`config.mk`:
```
export PLATFORM = sky130hd
export DESIGN_NAME = iban_check_digit_de
export DESIGN_NICKNAME = d
export VERILOG_FILES = /design/src/sv/icd_pkg.sv /design/src/sv/icd_digit_sum.sv /design/src/sv/icd_mod_reduce.sv /design/src/sv/icd_format.sv /design/src/sv/iban_check_digit_de.sv
export SDC_FILE = /design/constraint.sdc
export NUM_CORES = 1
export LEC_CHECK = 0
export BUFFER_PORTS_ARGS = -buffer_cell sky130_fd_sc_hd__buf_2
export CORE_ASPECT_RATIO = 0.9
export CORE_MARGIN = 4
export CORE_UTILIZATION = 55
export CTS_BUF_LIST = sky130_fd_sc_hd__clkbuf_4 sky130_fd_sc_hd__clkbuf_8
export CTS_CLUSTER_DIAMETER = 200
export DETAILED_ROUTE_END_ITERATION = 6
export HOLD_SLACK_MARGIN = 0.03
export PLACE_DENSITY = 0.73
export SLEW_MARGIN = 20
export SYNTH_ARGS = -nofsm -noshare
export SYNTH_HDL_FRONTEND = slang
export SYNTH_SLANG_ARGS = --single-unit
```
`constraint.sdc`:
```
create_clock -name clk -period 8.55 [get_ports clk]
set_input_delay 0.4275 -clock clk [delete_from_list [all_inputs] [get_ports clk]]
set_output_delay 0.4275 -clock clk [all_outputs]
set_load 0.02 [all_outputs]
```
`src/sv/icd_pkg.sv`:
```
package icd_pkg;

    // Field widths
    localparam int BANK_DIGITS    = 8;
    localparam int ACCT_DIGITS    = 10;
    localparam int NUM_DIGITS     = BANK_DIGITS + ACCT_DIGITS;
    localparam int COUNTRY_W      = 14;
    localparam int SUM_W          = 15;
    localparam int FOLD_W         = 11;

    // Arithmetic constants
    localparam int MODULUS        = 97;
    localparam int CHECK_BASE     = 98;
    localparam int COUNTRY_RESET  = 1314;
    // Digits that follow the account: country (4) and "00" (2)
    localparam int TAIL_DIGITS    = 6;
    // 100 mod 97 scales the country digits past the trailing "00"
    localparam int COUNTRY_SCALE  = 100 % MODULUS;
    // 2^7 mod 97, used to fold the upper bits of a sum back down
    localparam int FOLD_MUL       = 128 % MODULUS;
    // floor(2^16 / 97), reciprocal for the final reduction
    localparam int RECIP          = 65536 / MODULUS;

    // Status codes
    localparam logic [1:0] ST_OK   = 2'd0;
    localparam logic [1:0] ST_ACCT = 2'd1;
    localparam logic [1:0] ST_BANK = 2'd2;

    typedef struct packed {
        logic [31:0] bank_code_bcd;
        logic [39:0] account_bcd;
    } icd_in_t;

    typedef struct packed {
        logic [1:0] status;
        logic [6:0] check_value;
        logic [7:0] check_bcd;
    } icd_out_t;

    // Weighted digit sum between the sum and reduce stages
    typedef struct packed {
        logic             valid;
        logic [1:0]       status;
        logic [SUM_W-1:0] sum;
    } icd_sum_t;

    // Remainder between the reduce and format stages
    typedef struct packed {
        logic       valid;
        logic [1:0] status;
        logic [6:0] rem;
    } icd_rem_t;

    // 10^k mod 97, evaluated at elaboration for constant k
    function automatic logic [6:0] pow10_mod(input int k);
        int r;
        int i;
        r = 1;
        for (i = 0; i < k; i++)
        begin
            r = (r * 10) % MODULUS;
        end
        return 7'(r);
    endfunction

endpackage

```
`src/sv/icd_digit_sum.sv`:
```
module icd_digit_sum
    import icd_pkg::*;
(
    input  logic                 clk,
    input  logic                 rst_n,
    input  logic                 in_valid,
    input  icd_in_t              req,
    input  logic [COUNTRY_W-1:0] country,
    output icd_sum_t             sum_o
);

    logic                 valid1_reg;
    logic [1:0]           status1_reg;
    logic [12:0]          grp_reg [3];
    logic [13:0]          cterm_reg;

    logic [1:0]           status1_next;
    logic [12:0]          grp_next [3];
    logic [13:0]          cterm_next;
    logic [3:0]           dig [NUM_DIGITS];
    logic                 acct_bad;
    logic                 bank_bad;

    logic                 valid2_reg;
    logic [1:0]           status2_reg;
    logic [SUM_W-1:0]     sum2_reg;
    logic [SUM_W-1:0]     sum2_next;

    // Stage 1: digit check, weighted digits in three groups, country term
    always_comb
    begin
        acct_bad = 1'b0;
        bank_bad = 1'b0;
        for (int j = 0; j < ACCT_DIGITS; j++)
        begin
            dig[j] = req.account_bcd[4*j +: 4];
            if (req.account_bcd[4*j +: 4] > 4'd9)
                acct_bad = 1'b1;
        end
        for (int j = 0; j < BANK_DIGITS; j++)
        begin
            dig[ACCT_DIGITS + j] = req.bank_code_bcd[4*j +: 4];
            if (req.bank_code_bcd[4*j +: 4] > 4'd9)
                bank_bad = 1'b1;
        end
        if (acct_bad)
            status1_next = ST_ACCT;
        else if (bank_bad)
            status1_next = ST_BANK;
        else
            status1_next = ST_OK;

        for (int g = 0; g < 3; g++)
        begin
            grp_next[g] = '0;
            for (int k = 0; k < NUM_DIGITS / 3; k++)
            begin
                grp_next[g] = grp_next[g]
                    + 13'(dig[g*(NUM_DIGITS/3) + k])
                      * pow10_mod(TAIL_DIGITS + g*(NUM_DIGITS/3) + k);
            end
        end

        // country*100 mod 97 with the upper seven bits folded by 128 mod 97
        cterm_next = 14'(country[6:0] * COUNTRY_SCALE)
                   + 14'(country[13:7] * ((COUNTRY_SCALE * FOLD_MUL) % MODULUS));
    end

    always_ff @(posedge clk or negedge rst_n)
    begin
        if (!rst_n)
            valid1_reg <= 1'b0;
        else
            valid1_reg <= in_valid;
    end

    always_ff @(posedge clk)
    begin
        status1_reg <= status1_next;
        grp_reg     <= grp_next;
        cterm_reg   <= cterm_next;
    end

    // Stage 2: total of the groups and the country term
    assign sum2_next = SUM_W'(grp_reg[0]) + SUM_W'(grp_reg[1])
                     + SUM_W'(grp_reg[2]) + SUM_W'(cterm_reg);

    always_ff @(posedge clk or negedge rst_n)
    begin
        if (!rst_n)
            valid2_reg <= 1'b0;
        else
            valid2_reg <= valid1_reg;
    end

    always_ff @(posedge clk)
    begin
        status2_reg <= status1_reg;
        sum2_reg    <= sum2_next;
    end

    assign sum_o.valid  = valid2_reg;
    assign sum_o.status = status2_reg;
    assign sum_o.sum    = sum2_reg;

endmodule

```
`src/sv/icd_mod_reduce.sv`:
```
module icd_mod_reduce
    import icd_pkg::*;
(
    input  logic     clk,
    input  logic     rst_n,
    input  icd_sum_t sum_i,
    output icd_rem_t rem_o
);

    logic              valid3_reg;
    logic [1:0]        status3_reg;
    logic [FOLD_W-1:0] fold3_reg;
    logic [FOLD_W-1:0] fold3_next;
    logic [12:0]       fold_a;

    logic              valid4_reg;
    logic [1:0]        status4_reg;
    logic [6:0]        rem4_reg;
    logic [6:0]        rem4_next;
    logic [20:0]       prod;
    logic [4:0]        quot;
    logic [FOLD_W-1:0] diff;

    // Stage 3: two folds of the upper bits, 2^7 = 31 (mod 97)
    always_comb
    begin
        fold_a     = 13'(sum_i.sum[SUM_W-1:7] * FOLD_MUL) + 13'(sum_i.sum[6:0]);
        fold3_next = FOLD_W'(fold_a[12:7] * FOLD_MUL) + FOLD_W'(fold_a[6:0]);
    end

    always_ff @(posedge clk or negedge rst_n)
    begin
        if (!rst_n)
            valid3_reg <= 1'b0;
        else
            valid3_reg <= sum_i.valid;
    end

    always_ff @(posedge clk)
    begin
        status3_reg <= sum_i.status;
        fold3_reg   <= fold3_next;
    end

    // Stage 4: reciprocal quotient (low by at most one), then one correction
    always_comb
    begin
        prod = 21'(fold3_reg * RECIP);
        quot = prod[20:16];
        diff = fold3_reg - FOLD_W'(quot * MODULUS);
        if (diff >= FOLD_W'(MODULUS))
            diff = diff - FOLD_W'(MODULUS);
        rem4_next = diff[6:0];
    end

    always_ff @(posedge clk or negedge rst_n)
    begin
        if (!rst_n)
            valid4_reg <= 1'b0;
        else
            valid4_reg <= valid3_reg;
    end

    always_ff @(posedge clk)
    begin
        status4_reg <= status3_reg;
        rem4_reg    <= rem4_next;
    end

    assign rem_o.valid  = valid4_reg;
    assign rem_o.status = status4_reg;
    assign rem_o.rem    = rem4_reg;

endmodule

```
`src/sv/icd_format.sv`:
```
module icd_format
    import icd_pkg::*;
(
    input  logic     clk,
    input  logic     rst_n,
    input  icd_rem_t rem_i,
    output logic     done,
    output icd_out_t rsp
);

    logic       done_reg;
    icd_out_t   rsp_reg;
    icd_out_t   rsp_next;
    logic [6:0] chk;
    logic [14:0] tens_prod;
    logic [3:0] tens;
    logic [3:0] ones;

    // Check digits and BCD split; tens = chk*205 >> 11 is exact below 1029
    always_comb
    begin
        chk       = 7'(CHECK_BASE) - rem_i.rem;
        tens_prod = 15'(chk * 205);
        tens      = tens_prod[14:11];
        ones      = 4'(chk - 7'(tens * 10));
        rsp_next.status = rem_i.status;
        if (rem_i.status == ST_OK)
        begin
            rsp_next.check_value = chk;
            rsp_next.check_bcd   = {tens, ones};
        end
        else
        begin
            rsp_next.check_value = '0;
            rsp_next.check_bcd   = '0;
        end
    end

    always_ff @(posedge clk or negedge rst_n)
    begin
        if (!rst_n)
            done_reg <= 1'b0;
        else
            done_reg <= rem_i.valid;
    end

    always_ff @(posedge clk)
    begin
        rsp_reg <= rsp_next;
    end

    assign done = done_reg;
    assign rsp  = rsp_reg;

endmodule

```
`src/sv/iban_check_digit_de.sv`:
```
// Channel   Direction  Handshake               Word
// req       in         start (busy always low)  icd_in_t: bank code, account BCD
// rsp       out        done strobe, one cycle   icd_out_t: status, check digits
// cfg       in         cfg_we                   cfg_wdata: country digits
//
// One word accepted per cycle; each result passes through five register
// stages after its start edge: digit sum, total, fold, reduce, format.
// Reset clears the stage valid bits and loads country digits 1314.
// Nothing stalls: the receiver takes every result, so busy stays low.
module iban_check_digit_de
    import icd_pkg::*;
(
    input  logic                 clk,
    input  logic                 rst_n,
    input  logic                 start,
    output logic                 busy,
    input  icd_in_t              req,
    output logic                 done,
    output icd_out_t             rsp,
    input  logic                 cfg_we,
    input  logic [COUNTRY_W-1:0] cfg_wdata
);

    logic [COUNTRY_W-1:0] country_reg;
    icd_sum_t             sum_s;
    icd_rem_t             rem_s;

    // Country digits register
    always_ff @(posedge clk or negedge rst_n)
    begin
        if (!rst_n)
            country_reg <= COUNTRY_W'(COUNTRY_RESET);
        else if (cfg_we)
            country_reg <= cfg_wdata;
    end

    assign busy = 1'b0;

    icd_digit_sum u_sum (
        .clk      (clk),
        .rst_n    (rst_n),
        .in_valid (start),
        .req      (req),
        .country  (country_reg),
        .sum_o    (sum_s)
    );

    icd_mod_reduce u_reduce (
        .clk   (clk),
        .rst_n (rst_n),
        .sum_i (sum_s),
        .rem_o (rem_s)
    );

    icd_format u_format (
        .clk   (clk),
        .rst_n (rst_n),
        .rem_i (rem_s),
        .done  (done),
        .rsp   (rsp)
    );

`ifndef ASSERT_OFF
    a_latency: assert property (@(posedge clk) disable iff (!rst_n)
        start && !busy |-> ##5 done)
        else $error("accepted word produced no result");

    a_no_spurious: assert property (@(posedge clk) disable iff (!rst_n)
        !start |-> ##5 !done)
        else $error("result without accepted word");

    a_invalid_zero: assert property (@(posedge clk) disable iff (!rst_n)
        done && rsp.status != ST_OK |-> rsp.check_value == 7'd0 && rsp.check_bcd == 8'd0)
        else $error("invalid word carries check digits");

    a_check_range: assert property (@(posedge clk) disable iff (!rst_n)
        done && rsp.status == ST_OK |-> rsp.check_value >= 7'd2 && rsp.check_value <= 7'd98)
        else $error("check value out of range");
`endif

endmodule

```
==> key figures, run 1 <==
Setup path
  – Critical Path End Type: flip-flop
  – Max stage delay on crit path: 0.51 ns
  – Worst setup SP type: flip-flop
  – Critical Path Slowest Stage Cell: sky130_fd_sc_hd__fa_1
  – Buf+Inv Stages, Crit Path: 6
  – WP data required: 8.90 ns
  – Cell count along the critical path: 32
  – Logic depth of the worst register-to-register path: 32
  – CP Max Fanout: 6
  – Cell class contributing the biggest share of worst-path delay: adder cells
  – Data arrival time at the worst-slack endpoint: 7.89 ns
  – Crit Path Class: reg -> reg

Synth
  – Most frequent cell after synthesis: sky130_fd_sc_hd__inv_1
  – Post-synth net total: 2875
  – Async set-or-reset flop fraction in the synthesized netlist: 0.1473
  – Leading register cell type out of synthesis: sky130_fd_sc_hd__dfxtp_1
  – Largest area contributor in the synthesized netlist: sky130_fd_sc_hd__ha_1
  – Cell area after technology mapping: between 20000 and 25000 µm²
  – Post-synthesis cell type count: 54
  – Area share of the leading cell type in the synthesized netlist: 0.3160
  – Avg Cell Area, Syn: between 9 and 10 µm²
  – Syn. warnings: 0
  – Number of flops mapped to enable cells by yosys: 0
  – Number of storage elements in the synthesis netlist: roughly 130
  – Leading post-synthesis cells by cell area: sky130_fd_sc_hd__ha_1, sky130_fd_sc_hd__fa_1, sky130_fd_sc_hd__dfxtp_1, sky130_fd_sc_hd__inv_1, sky130_fd_sc_hd__xnor2_1
  – Synthesized instance count: 2023
  – Commonest cells in the synthesized netlist: sky130_fd_sc_hd__inv_1, sky130_fd_sc_hd__ha_1, sky130_fd_sc_hd__fa_1
  – Register area share after synthesis: 0.1339

Global routing
  – GRT Residual Overflow: 0
  – First-pass GRT wire length: approximately 64000 µm
  – Pin count of the biggest net entering global routing: 20
  – Number of antenna violations at the first check in global routing: 0
  – All-layer global routing usage: 0.1927
  – Number of global-route vias before repair: 14052

Clocking
  – Clock slew seen by the registers of the worst setup and hold paths: around 0.090 ns
  – Clock latency of the later-clocked register in the worst-skew pair: around 0.46 ns
  – Clock tree from TritonCTS: built
  – Number of sinks on the clock net: 129
  – CTS resizes: 0
  – Post-CTS setup repair buffer count: 0
  – Max Root-Sink Buffers: 2
  – Number of H-tree levels: 4
  – Post-CTS Hold Buffers: 2
  – Number of buffers added by the clock tree synthesis step: 17
  – Root buffer cell: sky130_fd_sc_hd__clkbuf_8

Drt
  – Met2 routed WL: 17870 µm
  – Total wire length: roughly 36000 µm
  – DRC violations left: 0
  – Detail-routed via count per cell: 4.992
  – Remaining number of nets flagged by the antenna check after routing: 0
  – Total via count in the routed design: 13143
  – Starting DRC count in detailed routing: 419
  – Top routing layer in use: met4
  – Number of search-and-repair iterations in the first detailed-routing pass: 5
  – Met3 layer wire length in the routed design: between 1500 and 2000 µm
  – Routed length per instance: 13.86 µm
  – Routed met1 length: 16570 µm

Layout
  – Largest register FFs: 39
  – Fraction of layout cells with a size suffix above 1: 0.08159
  – Number of diodes: 0
  – Fill cells: 2999
  – Non-Filler Cell Area, Final: 21580 µm²
  – Synth-to-layout area growth: 7.712%
  – Post-layout net count: 2996

Floorplan
  – Die outline width: 209.2 µm
  – Initial core utilization: 0.5553
  – Full die area: 39560 µm²
  – Core Area: around 36000 µm²
  – IO Pins: 109
  – Number of placement rows: 66
  – Die Height: 189.1 µm

STA
  – Least-Margin Pin Slew: 0.7291 ns
  – Fin crit period: 7.536 ns
  – Max frequency: 132.7 MHz
  – Worst clock skew: 0.01452 ns
  – Final Cycle Share: 0.8814
  – Setup Viol. Count Final: 0
  – Worst-case headroom to the max-slew limit: 0.5104
  – Total negative setup slack: 0 ns
  – Unrepaired setup endpoints after global routing: no
  – Final-report max-slew violation count: 0
  – Endpoints failing hold: 0

Worst hold path
  – Worst hold path depth: 2
  – Class of the tightest hold or removal check: in -> reg

Status
  – Result of the run: complete, no violations

Placed design
  – Port Buffers: 107
  – Routability congestion estimate from global placement: 0.8877
  – Detailed Place HPWL: 32980 µm
  – Placed Instance Area: 21130 µm²

Run
  – Max capacitance violation total: 0
## final timing paths
path / startpoint / endpoint / slack, ns
max in group asynchronous: rst_n / country_reg[1] / 7.78
min reg2reg: u_sum.status2_reg[0] / u_reduce.status3_reg[0] / 0.33
min in group asynchronous: rst_n / u_reduce.valid3_reg / 0.43
min: cfg_wdata[7] / country_reg[7] / 0.19
max reg2reg: u_reduce.fold3_reg[3] / u_reduce.rem4_reg[1] / 1.01
max: u_reduce.fold3_reg[3] / u_reduce.rem4_reg[1] / 1.01
## cells in the final DEF (no fill, tap or decap), types with 3 or more instances in the layout
master and n:
sky130_fd_sc_hd__a21boi_0 8, sky130_fd_sc_hd__inv_1 560, sky130_fd_sc_hd__bufinv_16 3, sky130_fd_sc_hd__xor2_1 39
sky130_fd_sc_hd__ha_1 506, sky130_fd_sc_hd__fa_1 256, sky130_fd_sc_hd__nor2_1 45, sky130_fd_sc_hd__o21ai_0 49
sky130_fd_sc_hd__dfrtp_1 15, sky130_fd_sc_hd__nand2_1 24, sky130_fd_sc_hd__nor3b_1 7, sky130_fd_sc_hd__a21oi_1 115
sky130_fd_sc_hd__o21bai_1 26, sky130_fd_sc_hd__o21a_1 5, sky130_fd_sc_hd__a31o_2 3, sky130_fd_sc_hd__dfstp_2 4
sky130_fd_sc_hd__dfxtp_1 110, sky130_fd_sc_hd__clkbuf_8 17, sky130_fd_sc_hd__a21o_1 30, sky130_fd_sc_hd__mux2_2 13
sky130_fd_sc_hd__buf_2 107, sky130_fd_sc_hd__inv_6 6, sky130_fd_sc_hd__clkinv_4 4, sky130_fd_sc_hd__a31oi_1 7
sky130_fd_sc_hd__nand3_1 4, sky130_fd_sc_hd__or2_2 7, sky130_fd_sc_hd__nor2b_1 18, sky130_fd_sc_hd__nand4_1 7
sky130_fd_sc_hd__xnor2_1 103, sky130_fd_sc_hd__nor3_1 12, sky130_fd_sc_hd__nand2b_1 13
## worst reg2reg max path, delay by kind of cell, from the launching register on
family	cells	cell delay, ns
adders and majority gates	10	3.62
AOI/OAI and AO/OA	7	1.22
and+or+nand+nor	6	0.79
xor gates and xnor gates	2	0.62
DFF	1	0.46
buffers and inverters	6	0.42
muxes	1	0.31
## per-layer routing
metal  vias to the layer above  GRT usage
met1                      6346     0.2514
met2                       177     0.3357
met3                        35    0.03844
met5                         -          0
li1                       6585          -
met4                         0    0.03864
## stage by stage
step	cells	util	hold slack, ns	setup slack (ns)
floorplan	2023	-	0.1319	1.634
global placement	2599	0.5856	0.3099	1.266
detailed placement	2599	0.5856	0.3138	1.020
CTS	2633	0.5981	0.1626	0.9934
global route	2633	0.5981	0.1635	0.5076
finish	2633	0.5981	0.1873	1.014
## area by class of cell
type	instances	area [µm²]	share of cell area
multi-input cells	1327	15220	0.7050
flip-flops and latches	129	2683	0.1243
inverters	560	2102	0.09739
well taps	476	595.6	0.02759
repair buffers	109	555.5	0.02574
clock buffers	17	234.0	0.01084
clock inverters	15	196.4	0.009101
## logic make-up after synthesis
kind of cell / Yosys count / synth area share
simple gates: 143 / 0.03665
compound gates: 262 / 0.07905
other cells: 1 / 0.0001871
buf+inv: 567 / 0.1067
xor+xnor: 142 / 0.06207
fa+ha+maj: 762 / 0.5717
mux: 17 / 0.009741
flops: 129 / 0.1339
Power of run 1 is not shown: default switching activity piles up to over one toggle a cycle in this logic, so the estimate is an artifact.
==> run 2, diff against run 1 <==
--- a/config.mk
+++ b/config.mk
@@ -5,6 +5,7 @@
 export SDC_FILE = /design/constraint.sdc
 export NUM_CORES = 1
 export LEC_CHECK = 0
+export ABC_AREA = 1
 export BUFFER_PORTS_ARGS = -buffer_cell sky130_fd_sc_hd__buf_2
 export CORE_ASPECT_RATIO = 0.9
 export CORE_MARGIN = 4
@@ -13,6 +14,7 @@
 export CTS_CLUSTER_DIAMETER = 200
 export DETAILED_ROUTE_END_ITERATION = 6
 export HOLD_SLACK_MARGIN = 0.03
+export MAX_ROUTING_LAYER = met4
 export PLACE_DENSITY = 0.73
 export SLEW_MARGIN = 20
 export SYNTH_ARGS = -nofsm -noshare
==> run 2 against run 1 <==
Compared with the run above: utilization rose by 0.57 points; sequential share of layout area fell by 0.23 points; synthesized cell count rose by 9.6%; hold slack got worse by 0.022 ns; via count rose by 5.4%; die area rose by 2.0%; clock-buffer cell count did not move; synthesized area rose by 2.1%; first-iteration DRC count rose by 3.8%; global-route usage rose by 1.1 points; non-clock buffer count did not move; largest cell class unchanged.
==> key figures, run 2 <==
Synth
  – Cell area after technology mapping: 20450 µm² (+2.1%)
  – Number of flops mapped to enable cells by yosys: 0 (unchanged)
  – Leading register cell type out of synthesis: sky130_fd_sc_hd__dfxtp_1
  – Commonest cells in the synthesized netlist: sky130_fd_sc_hd__inv_1, sky130_fd_sc_hd__ha_1, sky130_fd_sc_hd__fa_1
  – Area share of the leading cell type in the synthesized netlist: 0.3095 (-0.006436)
  – Syn. warnings: 0 (unchanged)
  – Most frequent cell after synthesis: sky130_fd_sc_hd__inv_1
  – Leading post-synthesis cells by cell area: sky130_fd_sc_hd__ha_1, sky130_fd_sc_hd__fa_1, sky130_fd_sc_hd__inv_1, sky130_fd_sc_hd__dfxtp_1, sky130_fd_sc_hd__xor2_1
  – Post-synth net total: 3070 (+6.8%)
  – Number of storage elements in the synthesis netlist: 129 (unchanged)
  – Post-synthesis cell type count: 46 (-15%)
  – Largest area contributor in the synthesized netlist: sky130_fd_sc_hd__ha_1
  – Async set-or-reset flop fraction in the synthesized netlist: 0.1473 (unchanged)
  – Synthesized instance count: 2218 (+9.6%)
  – Register area share after synthesis: 0.1311 (-0.002727)
  – Avg Cell Area, Syn: 9.222 µm² (-6.9%)

Floorplan
  – Core Area: 36420 µm² (+0.92%)
  – Die outline width: 211.3 µm (+0.99%)
  – Number of placement rows: 66 (unchanged)
  – Full die area: 40340 µm² (+2.0%)
  – Initial core utilization: 0.5617 (+0.006405)
  – Die Height: 191.0 µm (+0.99%)
  – IO Pins: 109 (unchanged)

Global routing
  – Number of antenna violations at the first check in global routing: 0 (unchanged)
  – GRT Residual Overflow: 0 (unchanged)
  – First-pass GRT wire length: 65920 µm (+3.6%)
  – All-layer global routing usage: 0.2035 (+0.01084)
  – Number of global-route vias before repair: 14617 (+4.0%)
  – Pin count of the biggest net entering global routing: 20 (unchanged)

STA
  – Final Cycle Share: 0.8253 (-0.05606)
  – Final-report max-slew violation count: 0 (unchanged)
  – Least-Margin Pin Slew: 0.6121 ns (-0.1170 ns)
  – Endpoints failing hold: 0 (unchanged)
  – Total negative setup slack: 0 ns (unchanged)
  – Worst-case headroom to the max-slew limit: 0.5906 (+0.08012)
  – Fin crit period: 7.056 ns (-0.4793 ns)
  – Max frequency: 141.7 MHz (+6.8%)
  – Setup Viol. Count Final: 0 (unchanged)
  – Worst clock skew: 0.01649 ns (+0.001973 ns)
  – Unrepaired setup endpoints after global routing: no

Drt
  – Routed length per instance: 13.31 µm (-4.0%)
  – Detail-routed via count per cell: 4.895 (-1.9%)
  – Total via count in the routed design: 13859 (+5.4%)
  – DRC violations left: 0 (unchanged)
  – Starting DRC count in detailed routing: 435 (+3.8%)
  – Number of search-and-repair iterations in the first detailed-routing pass: 5 (unchanged)
  – Remaining number of nets flagged by the antenna check after routing: 0 (unchanged)
  – Total wire length: 37680 µm (+3.3%)

Setup path
  – WP data required: 8.96 ns (+0.06 ns)
  – Crit Path Class: reg -> reg
  – R2R Path End: u_reduce.fold3_reg[10]
  – Buf+Inv Stages, Crit Path: 3 (-3)
  – Flop-to-flop setup slack: 1.49 ns (+0.48 ns)
  – Logic depth of the worst register-to-register path: 29 (-9.4%)
  – Data arrival time at the worst-slack endpoint: 7.46 ns (-0.43 ns)
  – Critical Path End Type: flip-flop
  – Max stage delay on crit path: 0.54 ns (+0.03 ns)
  – Cell class contributing the biggest share of worst-path delay: adder cells
  – Worst setup SP type: flip-flop
  – CP Max Fanout: 5 (-1)
  – Critical Path Slowest Stage Cell: sky130_fd_sc_hd__fa_1
  – Worst R2R Start: u_sum.sum2_reg[10]
  – Cell occurring most often along the worst timing path: sky130_fd_sc_hd__a21oi_1

Worst hold path
  – Class of the tightest hold or removal check: in -> reg
  – Critical hold path startpoint: cfg_wdata[13]
  – Hold-critical path endpoint: country_reg[13]
  – Worst hold path depth: 3 (+1)

Clocking
  – Max Root-Sink Buffers: 2 (unchanged)
  – Number of sinks on the clock net: 129 (unchanged)
  – Clock tree from TritonCTS: built
  – Post-CTS Hold Buffers: 2 (unchanged)
  – Post-CTS setup repair buffer count: 0 (unchanged)
  – Number of H-tree levels: 4 (unchanged)
  – Number of buffers added by the clock tree synthesis step: 17 (unchanged)
  – Clock slew seen by the registers of the worst setup and hold paths: 0.09 ns (about the same)
  – Root buffer cell: sky130_fd_sc_hd__clkbuf_8
  – Clock latency of the later-clocked register in the worst-skew pair: 0.47 ns (about the same)
  – CTS resizes: 0 (unchanged)

Placed design
  – Routability congestion estimate from global placement: 0.8966 (+1.0%)
  – Detailed Place HPWL: 34190 µm (+3.7%)
  – Port Buffers: 107 (unchanged)

Layout
  – Largest register FFs: 39 (unchanged)
  – Commonest non-fill, non-tap cell in the layout: sky130_fd_sc_hd__inv_1
  – Synth-to-layout area growth: 7.493%
  – Fraction of layout cells with a size suffix above 1: 0.07901 (-0.002580)
  – Most frequent cells in the layout: sky130_fd_sc_hd__inv_1, sky130_fd_sc_hd__ha_1, sky130_fd_sc_hd__fa_1
  – Post-layout net count: 3193 (+6.6%)

Status
  – Result of the run: complete, no violations

Run
  – Max capacitance violation total: 0 (unchanged)
[run 2: cell count changes in the layout (fill, tap and decap cells not counted), moves of 14 or more]
cell,previous run,this run
sky130_fd_sc_hd__xnor2_1,103,46
sky130_fd_sc_hd__a21o_1,30,7
sky130_fd_sc_hd__nand2_1,24,191
sky130_fd_sc_hd__nand3_1,4,44
sky130_fd_sc_hd__nor2b_1,18,0
sky130_fd_sc_hd__nor2_1,45,69
sky130_fd_sc_hd__inv_1,560,635
sky130_fd_sc_hd__xor2_1,39,85
sky130_fd_sc_hd__o21bai_1,26,12
[run 2: cell type report]
| cell class | count | area [µm²] |
|---|---|---|
| multi-input combinational | 1448 | 15360 |
| fill | 3082 | 14430 |
| timing repair buffer | 109 | 555.5 |
| sequential | 129 | 2683 |
| tap | 476 | 595.6 |
| clock buffer | 17 | 234.0 |
| clock inverter | 15 | 171.4 |
| inverter | 636 | 2389 |
| antenna | 1 | 2.502 |
[run 2: worst max path at each step]
stage	cells after the start	end	start	slack, ns
6_report	29	u_reduce.fold3_reg[10]	u_sum.sum2_reg[10]	1.49
5_1_grt	29	u_reduce.fold3_reg[10]	u_sum.sum2_reg[10]	0.78
4_1_cts	29	u_reduce.fold3_reg[10]	u_sum.sum2_reg[10]	1.45
3_5_place_dp	26	u_sum.grp_reg[24]	req[28]	1.43
3_3_place_gp	26	u_sum.grp_reg[24]	req[28]	1.55
2_1_floorplan	25	u_sum.grp_reg[24]	req[28]	1.92
[run 2: metal layers]
metal	up-vias	GRT usage	wire (µm)
met5	-	-	0
li1	7055	-	-
met4	0	0.03540	400
met2	158	0.3457	18460
met1	6623	0.2673	17730
met3	23	0.02527	1092
[run 2: logic make-up after synthesis]
family                   after synthesis  share of synthesized area
AO/OA/AOI/OAI                        195                    0.05254
XOR/XNOR                             132                    0.05744
adder cells (fa/ha/maj)              762                     0.5601
buffers and inverters                641                     0.1181
flip-flops                           129                     0.1311
multiplexers                          13                   0.007157
other                                  1                  0.0001833
AND/OR/NAND/NOR                      345                    0.07340
[run 2: stage by stage]
stage	hold slack (ns)	setup WS [ns]	instance area [µm²]	instances	util
2_1_floorplan	0.1319	1.919	20450	2218	-
3_3_place_gp	0.3115	1.551	21560	2796	0.5920
4_1_cts	0.1312	1.447	21980	2830	0.6037
3_5_place_dp	0.3121	1.428	21560	2796	0.5920
6_report	0.1654	1.494	21990	2831	0.6038
5_1_grt	0.1474	0.7757	21980	2830	0.6037
[run 2: worst register-to-register path, delay by kind of cell, from the launching register on]
kind	cells	cell delay (ns)
flops	1	0.52
simple gates	6	0.60
fa+ha+maj	8	3.66
xor+xnor	2	0.70
buf+inv	3	0.19
compound gates	10	1.32
Power of run 2 is left out for the same reason.
==> run 3, diff against run 2 <==
--- a/config.mk
+++ b/config.mk
@@ -15,7 +15,7 @@
 export DETAILED_ROUTE_END_ITERATION = 6
 export HOLD_SLACK_MARGIN = 0.03
 export MAX_ROUTING_LAYER = met4
-export PLACE_DENSITY = 0.73
+export PLACE_DENSITY = 0.76
 export SLEW_MARGIN = 20
 export SYNTH_ARGS = -nofsm -noshare
 export SYNTH_HDL_FRONTEND = slang
==> constraint.sdc (replaced) <==
create_clock -name clk -period 6.15 [get_ports clk]
set_input_delay 0.3075 -clock clk [delete_from_list [all_inputs] [get_ports clk]]
set_output_delay 0.3075 -clock clk [all_outputs]
set_load 0.02 [all_outputs]
==> run 3 against run 2 <==
Compared with the run above: the flow now finishes with violations (negative setup slack); sequential share of layout area is 0.74 points lower; global-route usage grew 1.6 points; critical path depth up 6; non-clock buffer count rose by 153; wire length grew 10%; die area unchanged; maximum frequency increased by 8.7%; setup slack worse by 1.8 ns; final cell count rose by 5.4%; register-to-register slack lost 1.8 ns; hold slack worse by 0.10 ns; clock skew rose by 0.0029 ns; critical path type unchanged; critical endpoint is now u_reduce.rem4_reg[5].
==> key figures, run 3 (synthesis gave the netlist of run 2 again) <==
Global routing
  – GRT Residual Overflow: 0 (unchanged)
  – Pin count of the biggest net entering global routing: 20 (unchanged)
  – Number of global-route vias before repair: 15990 (+9.4%)
  – All-layer global routing usage: 0.2194 (+0.01588)
  – First-pass GRT wire length: 71140 µm (+7.9%)
  – Number of antenna violations at the first check in global routing: 0 (unchanged)

Clocking
  – Number of H-tree levels: 4 (unchanged)
  – Clock latency of the later-clocked register in the worst-skew pair: 0.47 ns (about the same)
  – Number of buffers added by the clock tree synthesis step: 17 (unchanged)
  – Clock tree from TritonCTS: built
  – Clock slew seen by the registers of the worst setup and hold paths: 0.09 ns (about the same)
  – Root buffer cell: sky130_fd_sc_hd__clkbuf_8
  – Max Root-Sink Buffers: 2 (unchanged)
  – Number of sinks on the clock net: 129 (unchanged)

Floorplan
  – Die outline width: 211.3 µm (unchanged)
  – IO Pins: 109 (unchanged)
  – Number of placement rows: 66 (unchanged)
  – Initial core utilization: 0.5617 (unchanged)
  – Full die area: 40340 µm² (unchanged)
  – Die Height: 191.0 µm (unchanged)
  – Core Area: 36420 µm² (unchanged)

Worst hold path
  – Class of the tightest hold or removal check: in -> reg
  – Worst hold path depth: 2 (-1)

Drt
  – Number of search-and-repair iterations in the first detailed-routing pass: 5 (unchanged)
  – Total via count in the routed design: 14858 (+7.2%)
  – DRC violations left: 0 (unchanged)
  – Remaining number of nets flagged by the antenna check after routing: 0 (unchanged)
  – Routed length per instance: 13.90 µm (+4.4%)
  – Detail-routed via count per cell: 4.978 (+1.7%)
  – Total wire length: 41500 µm (+10%)
  – Starting DRC count in detailed routing: 553 (+27%)

Layout
  – Most frequent cells in the layout: sky130_fd_sc_hd__inv_1, sky130_fd_sc_hd__ha_1, sky130_fd_sc_hd__fa_1
  – Fraction of layout cells with a size suffix above 1: 0.1711 (+0.09211)
  – Footprint of the multi-input gates: 15750 µm² (+2.6%)
  – Post-layout net count: 3346 (+4.8%)
  – Synth-to-layout area growth: 15.56%
  – FF+latch area: 2709 µm² (+0.98%)
  – Largest register FFs: 39 (unchanged)
  – Fill cells: 2843 (-7.8%)
  – Final Util: 0.6490 (+0.04528)
  – Commonest non-fill, non-tap cell in the layout: sky130_fd_sc_hd__inv_1

STA
  – Total negative setup slack: -2.389 ns (-2.389 ns)
  – Fin crit period: 6.489 ns (-0.5677 ns)
  – Final worst setup slack: -0.3387 ns (-1.832 ns)
  – Final-report max-slew violation count: 0 (unchanged)
  – Setup Viol. Count Final: 9 (+9)
  – Unrepaired setup endpoints after global routing: yes
  – Max frequency: 154.1 MHz (+8.7%)
  – Final Cycle Share: 1.055 (+0.2298)
  – Endpoints failing hold: 0 (unchanged)
  – Worst clock skew: 0.01936 ns (+0.002873 ns)

Placed design
  – Detailed Place HPWL: 36450 µm (+6.6%)
  – Port Buffers: 107 (unchanged)
  – Routability congestion estimate from global placement: 0.9459 (+5.5%)

Setup path
  – Max stage delay on crit path: 0.53 ns (about the same)
  – Cell occurring most often along the worst timing path: sky130_fd_sc_hd__inv_1
  – Cell class contributing the biggest share of worst-path delay: adder cells
  – Data arrival time at the worst-slack endpoint: 6.85 ns (-0.61 ns)
  – Critical Path Slowest Stage Cell: sky130_fd_sc_hd__fa_1
  – Critical Path End Type: flip-flop
  – Worst setup SP type: flip-flop
  – Crit Path Class: reg -> reg
  – WP data required: 6.51 ns (-2.45 ns)
  – Logic depth of the worst register-to-register path: 35 (+21%)
  – CP Max Fanout: 8 (+3)
  – Buf+Inv Stages, Crit Path: 7 (+4)
  – Cell count along the critical path: 35 (+21%)

Run
  – Max capacitance violation total: 0 (unchanged)

Status
  – Violated checks: negative setup slack
  – Result of the run: finished, violations left
[run 3: cell types whose count changed in the layout (fill, tap and decap cells not counted), moves of 14 or more]
cell / before / now
sky130_fd_sc_hd__ha_1: 506 / 491
sky130_fd_sc_hd__buf_4: 0 / 146
sky130_fd_sc_hd__ha_4: 0 / 14
sky130_fd_sc_hd__inv_2: 0 / 20
sky130_fd_sc_hd__a21oi_2: 2 / 16
sky130_fd_sc_hd__a21oi_1: 103 / 87
sky130_fd_sc_hd__inv_1: 635 / 615
[run 3: worst paths after layout]
check	slack (ns)	end	start
min	0.06	country_reg[2]	cfg_wdata[2]
max	-0.34	u_reduce.rem4_reg[5]	u_reduce.fold3_reg[3]
max reg2reg	-0.34	u_reduce.rem4_reg[5]	u_reduce.fold3_reg[3]
max in group asynchronous	5.52	country_reg[8]	rst_n
min reg2reg	0.33	u_reduce.status3_reg[1]	u_sum.status2_reg[1]
min in group asynchronous	0.29	country_reg[2]	rst_n
[run 3: per-layer routing]
layer / up-vias / GRT usage / wire, µm
li1: 7360 / - / -
met1: 7179 / 0.2692 / 18050
met2: 233 / 0.3864 / 21290
met3: 86 / 0.02822 / 1183
met4: 0 / 0.05410 / 979
met5: - / - / 0
[run 3: per-stage QoR]
stage	instances	cell area (µm²)	hold WS, ns	worst slack [ns]
detailed placement	2923	22690	0.2716	-0.4832
global placement	2923	22690	0.2649	-0.3348
CTS	2975	23410	0.03774	-0.3055
floorplan	2218	20630	0.01191	-0.1291
finish	2985	23640	0.06490	-0.3387
global route	2983	23630	0.03997	-0.8414
[run 3: area by class of cell]
type,count,share of cell area
inverters,636,0.1011
well taps,476,0.02520
clock inverters,15,0.009317
clock buffers,17,0.009899
repair buffers,262,0.07337
multi-input cells,1448,0.6663
flip-flops and latches,129,0.1146
diodes,2,0.0002117
[run 3: what timing repair did]
item | 4_1_cts | 5_1_grt
resized for setup | 27 | 43
setup endpoints to repair | 11 | 16
cloned | 0 | 0
hold buffers | 4 | 0
setup buffers | 17 | 8
pin swaps | 32 | 45
hold endpoints to repair | 18 | 0
Power of run 3 is left out for the same reason.
